File: config.mk
export PLATFORM = sky130hd
export DESIGN_NAME = descending_record_sort_top
export DESIGN_NICKNAME = d
export VERILOG_FILES = /design/src/sv/drs_pkg.sv /design/src/sv/descending_record_sort_top.sv /design/src/sv/drs_ctrl.sv /design/src/sv/drs_datapath.sv
export SDC_FILE = /design/constraint.sdc
export NUM_CORES = 1
export LEC_CHECK = 0
export BUFFER_PORTS_ARGS = -buffer_cell sky130_fd_sc_hd__buf_2
export CAP_MARGIN = 0
export CELL_PAD_IN_SITES_DETAIL_PLACEMENT = 1
export CELL_PAD_IN_SITES_GLOBAL_PLACEMENT = 1
export CORE_ASPECT_RATIO = 1.2
export CORE_MARGIN = 1.5
export CORE_UTILIZATION = 30
export CTS_BUF_LIST = sky130_fd_sc_hd__clkbuf_8
export DETAILED_ROUTE_END_ITERATION = 7
export GPL_ROUTABILITY_DRIVEN = 0
export HOLD_SLACK_MARGIN = 0.05
export PLACE_DENSITY = 0.56
export SLEW_MARGIN = 40
export SYNTH_ARGS = -nofsm -noshare
export SYNTH_HDL_FRONTEND = slang
export SYNTH_HIERARCHICAL = 1
export SYNTH_SLANG_ARGS = --single-unit
File: constraint.sdc
create_clock -name clk -period 12.4 [get_ports clk]
set_input_delay 1.24 -clock clk [delete_from_list [all_inputs] [get_ports clk]]
set_output_delay 1.24 -clock clk [all_outputs]
set_load 0.01 [all_outputs]
File: src/sv/drs_pkg.sv
// drs_pkg: shared types and constants for the descending record sort block.
// Used by drs_ctrl, drs_datapath and descending_record_sort_top. No dependencies.
`timescale 1ns / 1ps

package drs_pkg;

  localparam int TAG_W   = 16;
  localparam int SCORE_W = 32;
  localparam int RANK_W  = 6;
  localparam int IN_W    = 48;   // tag + score, whole bytes
  localparam int OUT_W   = 56;   // tag + score + rank, padded to whole bytes

  typedef struct packed {
    logic signed [SCORE_W-1:0] score;
    logic        [TAG_W-1:0]   tag;
  } record_t;

  typedef enum logic [2:0] {
    ST_LOAD,
    ST_FETCH,
    ST_LOADCUR,
    ST_SCAN,
    ST_WB,
    ST_OUT_RD,
    ST_OUT_LD,
    ST_OUT_WAIT
  } state_t;

  // Memory read address source
  typedef enum logic [1:0] {
    RD_I,
    RD_J,
    RD_JNEXT,
    RD_K
  } rd_sel_t;

  typedef struct packed {
    logic    accept_en;
    logic    i_clr;
    logic    i_inc;
    logic    j_clr;
    logic    j_inc;
    logic    k_clr;
    logic    k_inc;
    rd_sel_t rd_sel;
    logic    cur_ld;
    logic    scan;
    logic    wb;
    logic    out_ld;
    logic    set_clr;
  } drs_cmd_t;

  typedef struct packed {
    logic in_last_fire;
    logic out_fire;
    logic last_i;
    logic last_j;
    logic last_k;
  } drs_status_t;

endpackage

File: src/sv/descending_record_sort_top.sv
// descending_record_sort_top: collects records, sorts them by descending score
// with an exchange pass and streams them out ranked. Depends on drs_pkg,
// drs_ctrl and drs_datapath.
//
//  channel | dir | tdata (low bit up)                  | tlast        | tuser
//  in_     | in  | record_tag[15:0], record_score[31:0] | last_record  | -
//  out_    | out | out_tag[15:0], out_score[31:0],      | last_out     | dropped_flag
//          |     | out_rank[5:0], 2 zero bits          |              |
//
// Loading accepts one word per cycle; the word with tlast ends the set.
// The sort then runs N passes (fetch, load of the running record, scan with
// one read per compare on the single record memory, write-back); each result
// is read, registered and held until out_tready. Input is not taken during
// sort and output. Synchronous active-low reset; the memory needs no clearing.
`timescale 1ns / 1ps

module descending_record_sort_top import drs_pkg::*; #(
  parameter int MAX_RECORDS = 16
) (
  input  logic             clk,
  input  logic             rst_n,
  input  logic             in_tvalid,
  output logic             in_tready,
  input  logic [IN_W-1:0]  in_tdata,    // [15:0] record_tag, [47:16] record_score
  input  logic             in_tlast,
  output logic             out_tvalid,
  input  logic             out_tready,
  output logic [OUT_W-1:0] out_tdata,   // [15:0] tag, [47:16] score, [53:48] rank, [55:54] 0
  output logic             out_tlast,
  output logic             out_tuser    // dropped_flag
);

  drs_cmd_t    cmd;
  drs_status_t status;

  drs_ctrl u_ctrl (
    .clk    (clk),
    .rst_n  (rst_n),
    .status (status),
    .cmd    (cmd)
  );

  drs_datapath #(
    .MAX_RECORDS (MAX_RECORDS)
  ) u_dp (
    .clk        (clk),
    .rst_n      (rst_n),
    .cmd        (cmd),
    .status     (status),
    .in_tvalid  (in_tvalid),
    .in_tdata   (in_tdata),
    .in_tlast   (in_tlast),
    .out_tvalid (out_tvalid),
    .out_tready (out_tready),
    .out_tdata  (out_tdata),
    .out_tlast  (out_tlast),
    .out_tuser  (out_tuser)
  );

  // input only during load
  assign in_tready = cmd.accept_en;

  // load and output never overlap
  a_no_overlap: assert property (@(posedge clk) disable iff (!rst_n)
    !(in_tready && out_tvalid))
    else $error("input ready while a result is pending");

  // the last word of a set starts the sort
  a_sort_starts: assert property (@(posedge clk) disable iff (!rst_n)
    (in_tvalid && in_tready && in_tlast) |=> !in_tready)
    else $error("input still taken after end of set");

  // after the final result goes, loading resumes
  a_reload: assert property (@(posedge clk) disable iff (!rst_n)
    (out_tvalid && out_tready && out_tlast) |=> in_tready)
    else $error("no return to load after final result");

  // tlast on a result matches the output counter reaching the set size
  a_last_match: assert property (@(posedge clk) disable iff (!rst_n)
    out_tvalid |-> (out_tlast == status.last_k))
    else $error("tlast disagrees with output count");

endmodule

File: src/sv/drs_ctrl.sv
// drs_ctrl: sequencer for load, exchange pass and output of the record sort.
// Depends on drs_pkg (state, command and status types).
`timescale 1ns / 1ps

module drs_ctrl import drs_pkg::*; (
  input  logic        clk,
  input  logic        rst_n,
  input  drs_status_t status,
  output drs_cmd_t    cmd
);

  state_t state_r, state_nxt;

  always_ff @(posedge clk) begin
    if (!rst_n) begin
      state_r <= ST_LOAD;
    end else begin
      state_r <= state_nxt;
    end
  end

  always_comb begin
    state_nxt = state_r;
    case (state_r)
      ST_LOAD: begin
        if (status.in_last_fire) state_nxt = ST_FETCH;
      end
      ST_FETCH:   state_nxt = ST_LOADCUR;
      ST_LOADCUR: state_nxt = ST_SCAN;
      ST_SCAN: begin
        if (status.last_j) state_nxt = ST_WB;
      end
      ST_WB: begin
        state_nxt = status.last_i ? ST_OUT_RD : ST_FETCH;
      end
      ST_OUT_RD: state_nxt = ST_OUT_LD;
      ST_OUT_LD: state_nxt = ST_OUT_WAIT;
      ST_OUT_WAIT: begin
        if (status.out_fire) state_nxt = status.last_k ? ST_LOAD : ST_OUT_RD;
      end
      default: state_nxt = ST_LOAD;
    endcase
  end

  always_comb begin
    cmd = '0;
    cmd.rd_sel = RD_I;
    case (state_r)
      ST_LOAD: begin
        cmd.accept_en = 1'b1;
        cmd.i_clr     = 1'b1;
      end
      ST_FETCH: begin
        cmd.rd_sel = RD_I;
        cmd.j_clr  = 1'b1;
      end
      ST_LOADCUR: begin
        cmd.cur_ld = 1'b1;
        cmd.rd_sel = RD_J;
      end
      ST_SCAN: begin
        cmd.scan   = 1'b1;
        cmd.rd_sel = RD_JNEXT;
        cmd.j_inc  = 1'b1;
      end
      ST_WB: begin
        cmd.wb    = 1'b1;
        cmd.i_inc = 1'b1;
        cmd.k_clr = 1'b1;
      end
      ST_OUT_RD: begin
        cmd.rd_sel = RD_K;
      end
      ST_OUT_LD: begin
        cmd.out_ld = 1'b1;
      end
      ST_OUT_WAIT: begin
        if (status.out_fire) begin
          cmd.k_inc   = 1'b1;
          cmd.set_clr = status.last_k;
        end
      end
      default: cmd = '0;
    endcase
  end

endmodule

File: src/sv/drs_datapath.sv
// drs_datapath: record memory, running record of the exchange pass, counters
// and output register. Depends on drs_pkg; driven by drs_ctrl commands.
`timescale 1ns / 1ps

module drs_datapath import drs_pkg::*; #(
  parameter int MAX_RECORDS = 16
) (
  input  logic              clk,
  input  logic              rst_n,
  input  drs_cmd_t          cmd,
  output drs_status_t       status,
  input  logic              in_tvalid,
  input  logic [IN_W-1:0]   in_tdata,
  input  logic              in_tlast,
  output logic              out_tvalid,
  input  logic              out_tready,
  output logic [OUT_W-1:0]  out_tdata,
  output logic              out_tlast,
  output logic              out_tuser
);

  localparam int AW = $clog2(MAX_RECORDS);
  localparam int CW = $clog2(MAX_RECORDS + 1);

  record_t mem [MAX_RECORDS];
  record_t rdata_r;
  record_t cur_r, cur_nxt;
  record_t in_rec;
  record_t wr_data;
  logic [AW-1:0] wr_addr, rd_addr;
  logic          wr_en;

  logic [AW-1:0] i_r, i_nxt, j_r, j_nxt, k_r, k_nxt;
  logic [CW-1:0] cnt_r, cnt_nxt;
  logic          ovf_r, ovf_nxt;
  logic          full, in_fire, swap;

  record_t           out_rec_r, out_rec_nxt;
  logic [RANK_W-1:0] out_rank_r, out_rank_nxt;
  logic              out_last_r, out_last_nxt;
  logic              out_drop_r, out_drop_nxt;
  logic              out_valid_r, out_valid_nxt;

  assign in_rec.tag   = in_tdata[TAG_W-1:0];
  assign in_rec.score = in_tdata[TAG_W+SCORE_W-1:TAG_W];

  assign full    = (cnt_r == CW'(MAX_RECORDS));
  assign in_fire = cmd.accept_en && in_tvalid;
  // j == i compares the record with itself: never a swap
  assign swap    = cmd.scan && (j_r != i_r) && ($signed(cur_r.score) > $signed(rdata_r.score));

  assign status.in_last_fire = in_fire && in_tlast;
  assign status.out_fire     = out_valid_r && out_tready;
  assign status.last_i       = (CW'(i_r) + CW'(1)) == cnt_r;
  assign status.last_j       = (CW'(j_r) + CW'(1)) == cnt_r;
  assign status.last_k       = (CW'(k_r) + CW'(1)) == cnt_r;

  // single write port
  always_comb begin
    wr_en   = 1'b0;
    wr_addr = cnt_r[AW-1:0];
    wr_data = in_rec;
    if (in_fire && !full) begin
      wr_en = 1'b1;
    end else if (swap) begin
      wr_en   = 1'b1;
      wr_addr = j_r;
      wr_data = cur_r;
    end else if (cmd.wb) begin
      wr_en   = 1'b1;
      wr_addr = i_r;
      wr_data = cur_r;
    end
  end

  always_comb begin
    case (cmd.rd_sel)
      RD_I:     rd_addr = i_r;
      RD_J:     rd_addr = j_r;
      RD_JNEXT: rd_addr = j_r + AW'(1);
      RD_K:     rd_addr = k_r;
      default:  rd_addr = i_r;
    endcase
  end

  always_ff @(posedge clk) begin
    if (wr_en) mem[wr_addr] <= wr_data;
    rdata_r <= mem[rd_addr];
  end

  always_comb begin
    cur_nxt = cur_r;
    if (cmd.cur_ld) cur_nxt = rdata_r;
    else if (swap) cur_nxt = rdata_r;

    i_nxt = i_r;
    if (cmd.i_clr) i_nxt = '0;
    else if (cmd.i_inc) i_nxt = i_r + AW'(1);

    j_nxt = j_r;
    if (cmd.j_clr) j_nxt = '0;
    else if (cmd.j_inc) j_nxt = j_r + AW'(1);

    k_nxt = k_r;
    if (cmd.k_clr) k_nxt = '0;
    else if (cmd.k_inc) k_nxt = k_r + AW'(1);

    cnt_nxt = cnt_r;
    ovf_nxt = ovf_r;
    if (cmd.set_clr) begin
      cnt_nxt = '0;
      ovf_nxt = 1'b0;
    end else if (in_fire) begin
      if (full) ovf_nxt = 1'b1;
      else      cnt_nxt = cnt_r + CW'(1);
    end

    out_rec_nxt   = out_rec_r;
    out_rank_nxt  = out_rank_r;
    out_last_nxt  = out_last_r;
    out_drop_nxt  = out_drop_r;
    out_valid_nxt = out_valid_r;
    if (cmd.out_ld) begin
      out_rec_nxt   = rdata_r;
      out_rank_nxt  = RANK_W'(k_r);
      out_last_nxt  = status.last_k;
      out_drop_nxt  = ovf_r;
      out_valid_nxt = 1'b1;
    end else if (status.out_fire) begin
      out_valid_nxt = 1'b0;
    end
  end

  always_ff @(posedge clk) begin
    if (!rst_n) begin
      i_r         <= '0;
      j_r         <= '0;
      k_r         <= '0;
      cnt_r       <= '0;
      ovf_r       <= 1'b0;
      out_valid_r <= 1'b0;
    end else begin
      i_r         <= i_nxt;
      j_r         <= j_nxt;
      k_r         <= k_nxt;
      cnt_r       <= cnt_nxt;
      ovf_r       <= ovf_nxt;
      out_valid_r <= out_valid_nxt;
    end
  end

  always_ff @(posedge clk) begin
    cur_r      <= cur_nxt;
    out_rec_r  <= out_rec_nxt;
    out_rank_r <= out_rank_nxt;
    out_last_r <= out_last_nxt;
    out_drop_r <= out_drop_nxt;
  end

  assign out_tvalid = out_valid_r;
  assign out_tdata  = {{(OUT_W-TAG_W-SCORE_W-RANK_W){1'b0}},
                       out_rank_r, out_rec_r.score, out_rec_r.tag};
  assign out_tlast  = out_last_r;
  assign out_tuser  = out_drop_r;

endmodule
After elaboration in Yosys (flattened, before gate mapping) --
Memories as Yosys holds them, arrays and structs flattened. A register that Yosys moved wholly into a read port is not among the register bits. Index checks and enable logic that the tools add are counted.
Storage, ports and cells: register bits 124, bits in writable memories 768, input port bits 53, output and inout port bits 60, word-level logic and storage cells 94, memories 1
Memories:
- u_dp.mem | words 16, width 48, rd ports 1, clocked after memory_dff 1, write ports 1, RTL line drs_datapath.sv:25 | record_t mem [MAX_RECORDS];
Operators by class: add/subtract/negate cells 7, magnitude comparators 1, equality and inequality tests 18, muxes and demuxes 33, bitwise gates (word level) 2, reduce and logical (&&, ||, !) cells 18
Operator list (number):
- 2-to-1 mux 48 bit | 5
- greater-than comparator 32 bit | 1
- one-hot mux 3 bit (8 select lines) | 1
- 2-to-1 mux 1 bit | 16
- one-hot mux 4 bit (4 select lines) | 1
- adder 4 x 1 -> 5 bit (second input constant) | 3
- equality test 5 bit | 3
- 2-to-1 mux 3 bit | 5
- adder 4 x 1 -> 4 bit (second input constant) | 3
- equality test 3 bit (second input constant) | 4
- 2-to-1 mux 4 bit | 3
- OR reduction 2 bit | 4
- equality test 3 x 2 -> 1 bit (second input constant) | 2
- logical AND 1 bit | 6
- != test 2 bit (second input constant) | 3
- one-hot mux 2 bit (3 select lines) | 1
- adder 5 x 1 -> 5 bit (second input constant) | 1
- equality test 5 bit (second input constant) | 1
- equality test 2 bit (second input constant) | 2
- != test 4 bit | 1
- AND reduction 2 bit | 2
- nonzero test 2 bit | 2
- equality test 3 x 1 -> 1 bit (second input constant) | 1
- logical NOT 3 bit | 1
- other kinds (6) | 7

Depth between registers and ports, before layout --
word-level depth 8, depth in mapped cells 14, depth with buffers taken out 11

Cells and area by module --
The synthesis kept the hierarchy.
Modules (own cells, without submodules):
- drs_datapath | times used 1, cells an instance 2457, area each 37318.3 µm², sequential area each 27466.3 µm²
- drs_ctrl | times used 1, cells an instance 45, area each 345.3 µm², sequential area each 60.1 µm²

Least setup slack after synthesis --
No wires, ideal clock.
path type register to register, start point register u_dp/cur_r[23] (netlist bit), end point memory u_dp/mem[12][0] (netlist bit) (enable), library setup time 0.513 ns, arrival time 6.055 ns, data required time 11.887 ns, setup slack 5.832 ns, cell stages (with the launch flop) 12, buffers on the path 1, clock period less this slack 6.568 ns, cell sequence edfxtp_1 > ha_1 > a21oi_1 > o21ai_1 > a221o_1 > a2111o_1 > o31a_1 > o21a_1 > buf_6 > mux2_4 > o2bb2ai_1 > nor3_1
Between the ends: word-level cells in the longest chain between the ends 6, elaborated cells between the ends (all ways) 8, classes of those cells 1 x order compare; 6 x mux; 1 x reduce/logical
RTL lines:
- start: declaration | RTL line drs_datapath.sv:27 | record_t cur_r, cur_nxt;
- start signal: assignment | RTL line drs_datapath.sv:153 | cur_r <= cur_nxt;
- greater-than comparator 32 bit (*) | RTL line drs_datapath.sv:50 | assign swap = cmd.scan && (j_r != i_r) && ($signed(cur_r.score) > $signed(rdata_r.score));
- logical AND 1 bit (*) | RTL line drs_datapath.sv:50
- 2-to-1 mux 1 bit | RTL line drs_datapath.sv:65 | end else if (swap) begin
- 2-to-1 mux 1 bit | RTL line drs_datapath.sv:63 | if (in_fire && !full) begin
- 2-to-1 mux 1 bit | RTL line drs_datapath.sv:87 | if (wr_en) mem[wr_addr] <= wr_data;
- 2-to-1 mux 1 bit (not written as such) | RTL line drs_datapath.sv:87
- end: declaration | RTL line drs_datapath.sv:25
Every way passes the cells marked *; elsewhere a longest branch is shown, timed or not.

==> flow_summary.json <==
{
  "drv_cap": 0,
  "synth-simple-area-share_pct": 6.521,
  "path_buf_inv": 4,
  "die_y_microns": 391.1,
  "pwr-share-seq_pct": 48.8,
  "power-per-cell-area_nw_per_um2": 187.6,
  "yosysSeqAreaShare_pct": 73.08,
  "min_period_over_period_pct": 42.96,
  "layout-drive-gt1-share_pct": 13.28,
  "rsz0062_at_grt": "no",
  "path_max_fanout": 119,
  "post_cts_buffers": 0,
  "cts_buffer_depth": 3,
  "viasPerCell": 4.884,
  "max_stage_delay_ns": 0.71,
  "cp-end-kind": "flop",
  "synth_fa_ha_area_share_pct": 1.362,
  "htreeDepth": 4,
  "grt_pass1_vias": 23090,
  "ir_drop_uv": 112.5,
  "fin_skew_ns": 0.05388,
  "period_minus_slack_ns": 5.328,
  "fmax_mhz": 187.7,
  "setup_viol": 0,
  "worstPathCellList": "ha_1 > nor2b_1 > nand2b_1 > a211oi_1 > a211oi_4 > buf_12 > buf_16 > buf_4 > buf_4 > a211oi_1 > a211oi_1 > a21oi_1 > a21oi_1",
  "combPwrFrac_pct": 20.7,
  "final_hold_viol_count": 0,
  "synthMuxAreaShare_pct": 5.415,
  "synth_area_leaders": "edfxtp_1 69%, a211oi_1 6.8%, mux2i_1 5.3%, dfxtp_1 3.7%, nor2b_1 3.3%",
  "antenna_found_initial": 7,
  "num-fill-cells": 13010,
  "numCtsBuffers": 150,
  "swShare_pct": 30.93,
  "synth-compound-area-share_pct": 10.51,
  "drt_pass1_iterations": 5,
  "portBuffers": 108,
  "dieArea_sq_um": 127700,
  "synth_edf_count": 870,
  "crit_slowest_cell": "buf_4",
  "area_growth_pct": 13.97,
  "min_path_type": "flop to flop",
  "postRouteAntennaNets": 0,
  "initial_core_util_pct": 30.20,
  "final-max-slew-violation-count": 0,
  "p_total_w": 0.008052,
  "cts_tree": "built",
  "critPathRequiredTime_ns": 13.09,
  "grt-ovfl-total": 0,
  "cts.sinks": 940,
  "drc": 0,
  "crit_top_cell": "a211oi_1",
  "die_w_microns": 326.5,
  "reg2reg_slack_ns": 7.07,
  "cpLargestDelayFamily": "buffers and inverters",
  "clkLatencyLatePin_ns": 0.84,
  "hpwlAfterDp_mm": 52.91,
  "grt_pass1_wl_mm": 146.2,
  "wl_per_cell_microns": 21.89,
  "leakagePower_nw": 13.77,
  "crit_path_start_kind": "flop",
  "synthFlopType": "edfxtp_1",
  "arrival_ns": 6.01,
  "wl_met3_mm": 4.132,
  "path_class": "flop to flop",
  "switching_power_w": 0.002490,
  "vias": 21560,
  "setup_tns_ns": 0,
  "syn_area_sq_um": 37660,
  "dr.first_iter.drc_count": 1264,
  "fin_nets": 2733,
  "m1WireLength_mm": 42.55,
  "synth-xor-area-share_pct": 0.7441,
  "clockRootBuffer": "clkbuf_8",
  "power.share.clock_pct": 30.5,
  "ys_ff_latch": 940,
  "core_area_sq_um": 124700,
  "synth_top_area_share_pct": 69.36,
  "synth_common_cells": "870 x edfxtp_1, 342 x a211oi_1, 211 x a21oi_1",
  "syn_inst": 2502,
  "yosysUniqueCellTypes": 54,
  "clk_pin_slew_worst_paths_ns": 0.06,
  "grtUsageTotal_pct": 15.24,
  "relSlewSlack_pct": 43.21,
  "routed_wl_mm": 96.64,
  "worst_pin_slew_ns": 0.8518,
  "async_flop_share_pct": 0,
  "grt_max_degree": 174,
  "yosysTopAreaCell": "edfxtp_1",
  "cts_resized": 0,
  "syn_area_per_cell_sq_um": 15.05,
  "wl_met2_mm": 47.32,
  "synth_top_family_by_area": "compound AO/OA/AOI/OAI gates",
  "ios": 113,
  "p_int_w": 0.005562,
  "hold_buffers": 0,
  "top_layer_used": "met5",
  "yosys_warnings": 6,
  "rows": 142,
  "synth_most_common_cell": "edfxtp_1",
  "status": "finished, final reports clean"
}
[area by class of cell]
type                            instances  area (sq um)  share of cell area (%)
Clock inverter                        107         501.7                   1.169
Clock buffer                          163          2243                   5.226
Sequential cell                       940         27530                   64.13
Inverter                               42         157.7                  0.3673
Timing Repair Buffer                  154          1040                   2.422
Multi-Input combinational cell       1351          9380                   21.85
Tap cell                             1656          2072                   4.827
Antenna cell                            1         2.502                0.005830
[state kept, by name (all words and copies together), names as in the netlist]
| register | cells |
|---|---|
| u_dp/j_r | 4 |
| u_dp/out_tdata | 48 |
| u_dp/out_tuser | 1 |
| u_dp/out_rank_r | 4 |
| u_dp/out_tlast | 1 |
| u_dp/k_r | 4 |
| u_dp/i_r | 4 |
| u_dp/ovf_r | 1 |
| u_dp/cur_r | 48 |
| u_dp/rdata_r | 48 |
| u_dp/cnt_r | 5 |
| u_dp/mem | 768 |
| u_dp/out_tvalid | 1 |
| u_ctrl/state_r | 3 |
[path summary, 6_finish.rpt]
path,from,end,cells past startpoint
worst max register to register,u_ctrl/state_r[1],u_dp/rdata_r[39],13
worst max-delay path,u_ctrl/state_r[1],u_dp/rdata_r[39],13
worst min-delay path,u_dp/rdata_r[2],u_dp/cur_r[2],0
worst min register to register,u_dp/rdata_r[2],u_dp/cur_r[2],0
[cell families after synthesis]
logic type	Yosys count
flip-flops	940
other	1
AND/OR/NAND/NOR	478
adder cells (fa/ha/maj)	41
buffers and inverters	214
AO/OA/AOI/OAI	594
multiplexers	202
XOR/XNOR	32
[stage by stage]
step / hold slack [ns] / cell area, sq um / util (%) / setup slack (ns) / cells
detailed placement: 0.4192 / 40120 / 32.16 / 7.130 / 4141
floorplan: 0.4037 / 37670 / - / 5.832 / 2505
global placement: 0.4176 / 40000 / 32.07 / 6.865 / 4138
global route: 0.4471 / 42920 / 34.41 / 6.667 / 4414
finish: 0.4278 / 42920 / 34.41 / 7.072 / 4414
CTS: 0.4313 / 42860 / 34.37 / 7.088 / 4411
[routing by layer]
layer	GRT usage [%]	vias to the layer above
li1	-	9891
met5	0	-
met4	5.421	2
met1	19.34	11050
met2	25.81	446
met3	2.949	172
[placed cells by master (no fill, tap or decap), types with 14 or more instances in the layout]
master    count
nand2_1     167
xnor2_1      14
buf_6        15
nor2b_1     200
inv_1       106
buf_2       108
ha_1         41
clkbuf_8    163
a211oi_1    340
mux2i_1     200
nor2_1       34
dfxtp_1      70
a21oi_1     211
xor2_1       18
clkinv_1     27
buf_4        24
edfxtp_1    870
[power by group through the flow]
stage	registers (W)	clock network, W	logic, W
floorplan	0.00395	0	0.00107
global placement	0.00399	0	0.00164
finish	0.00393	0.00245	0.00167
global route	0.00396	0.00266	0.00187
CTS	0.00394	0.00254	0.00170
detailed placement	0.00400	0	0.00169
Note: power is estimated with default switching activity, not from simulation.
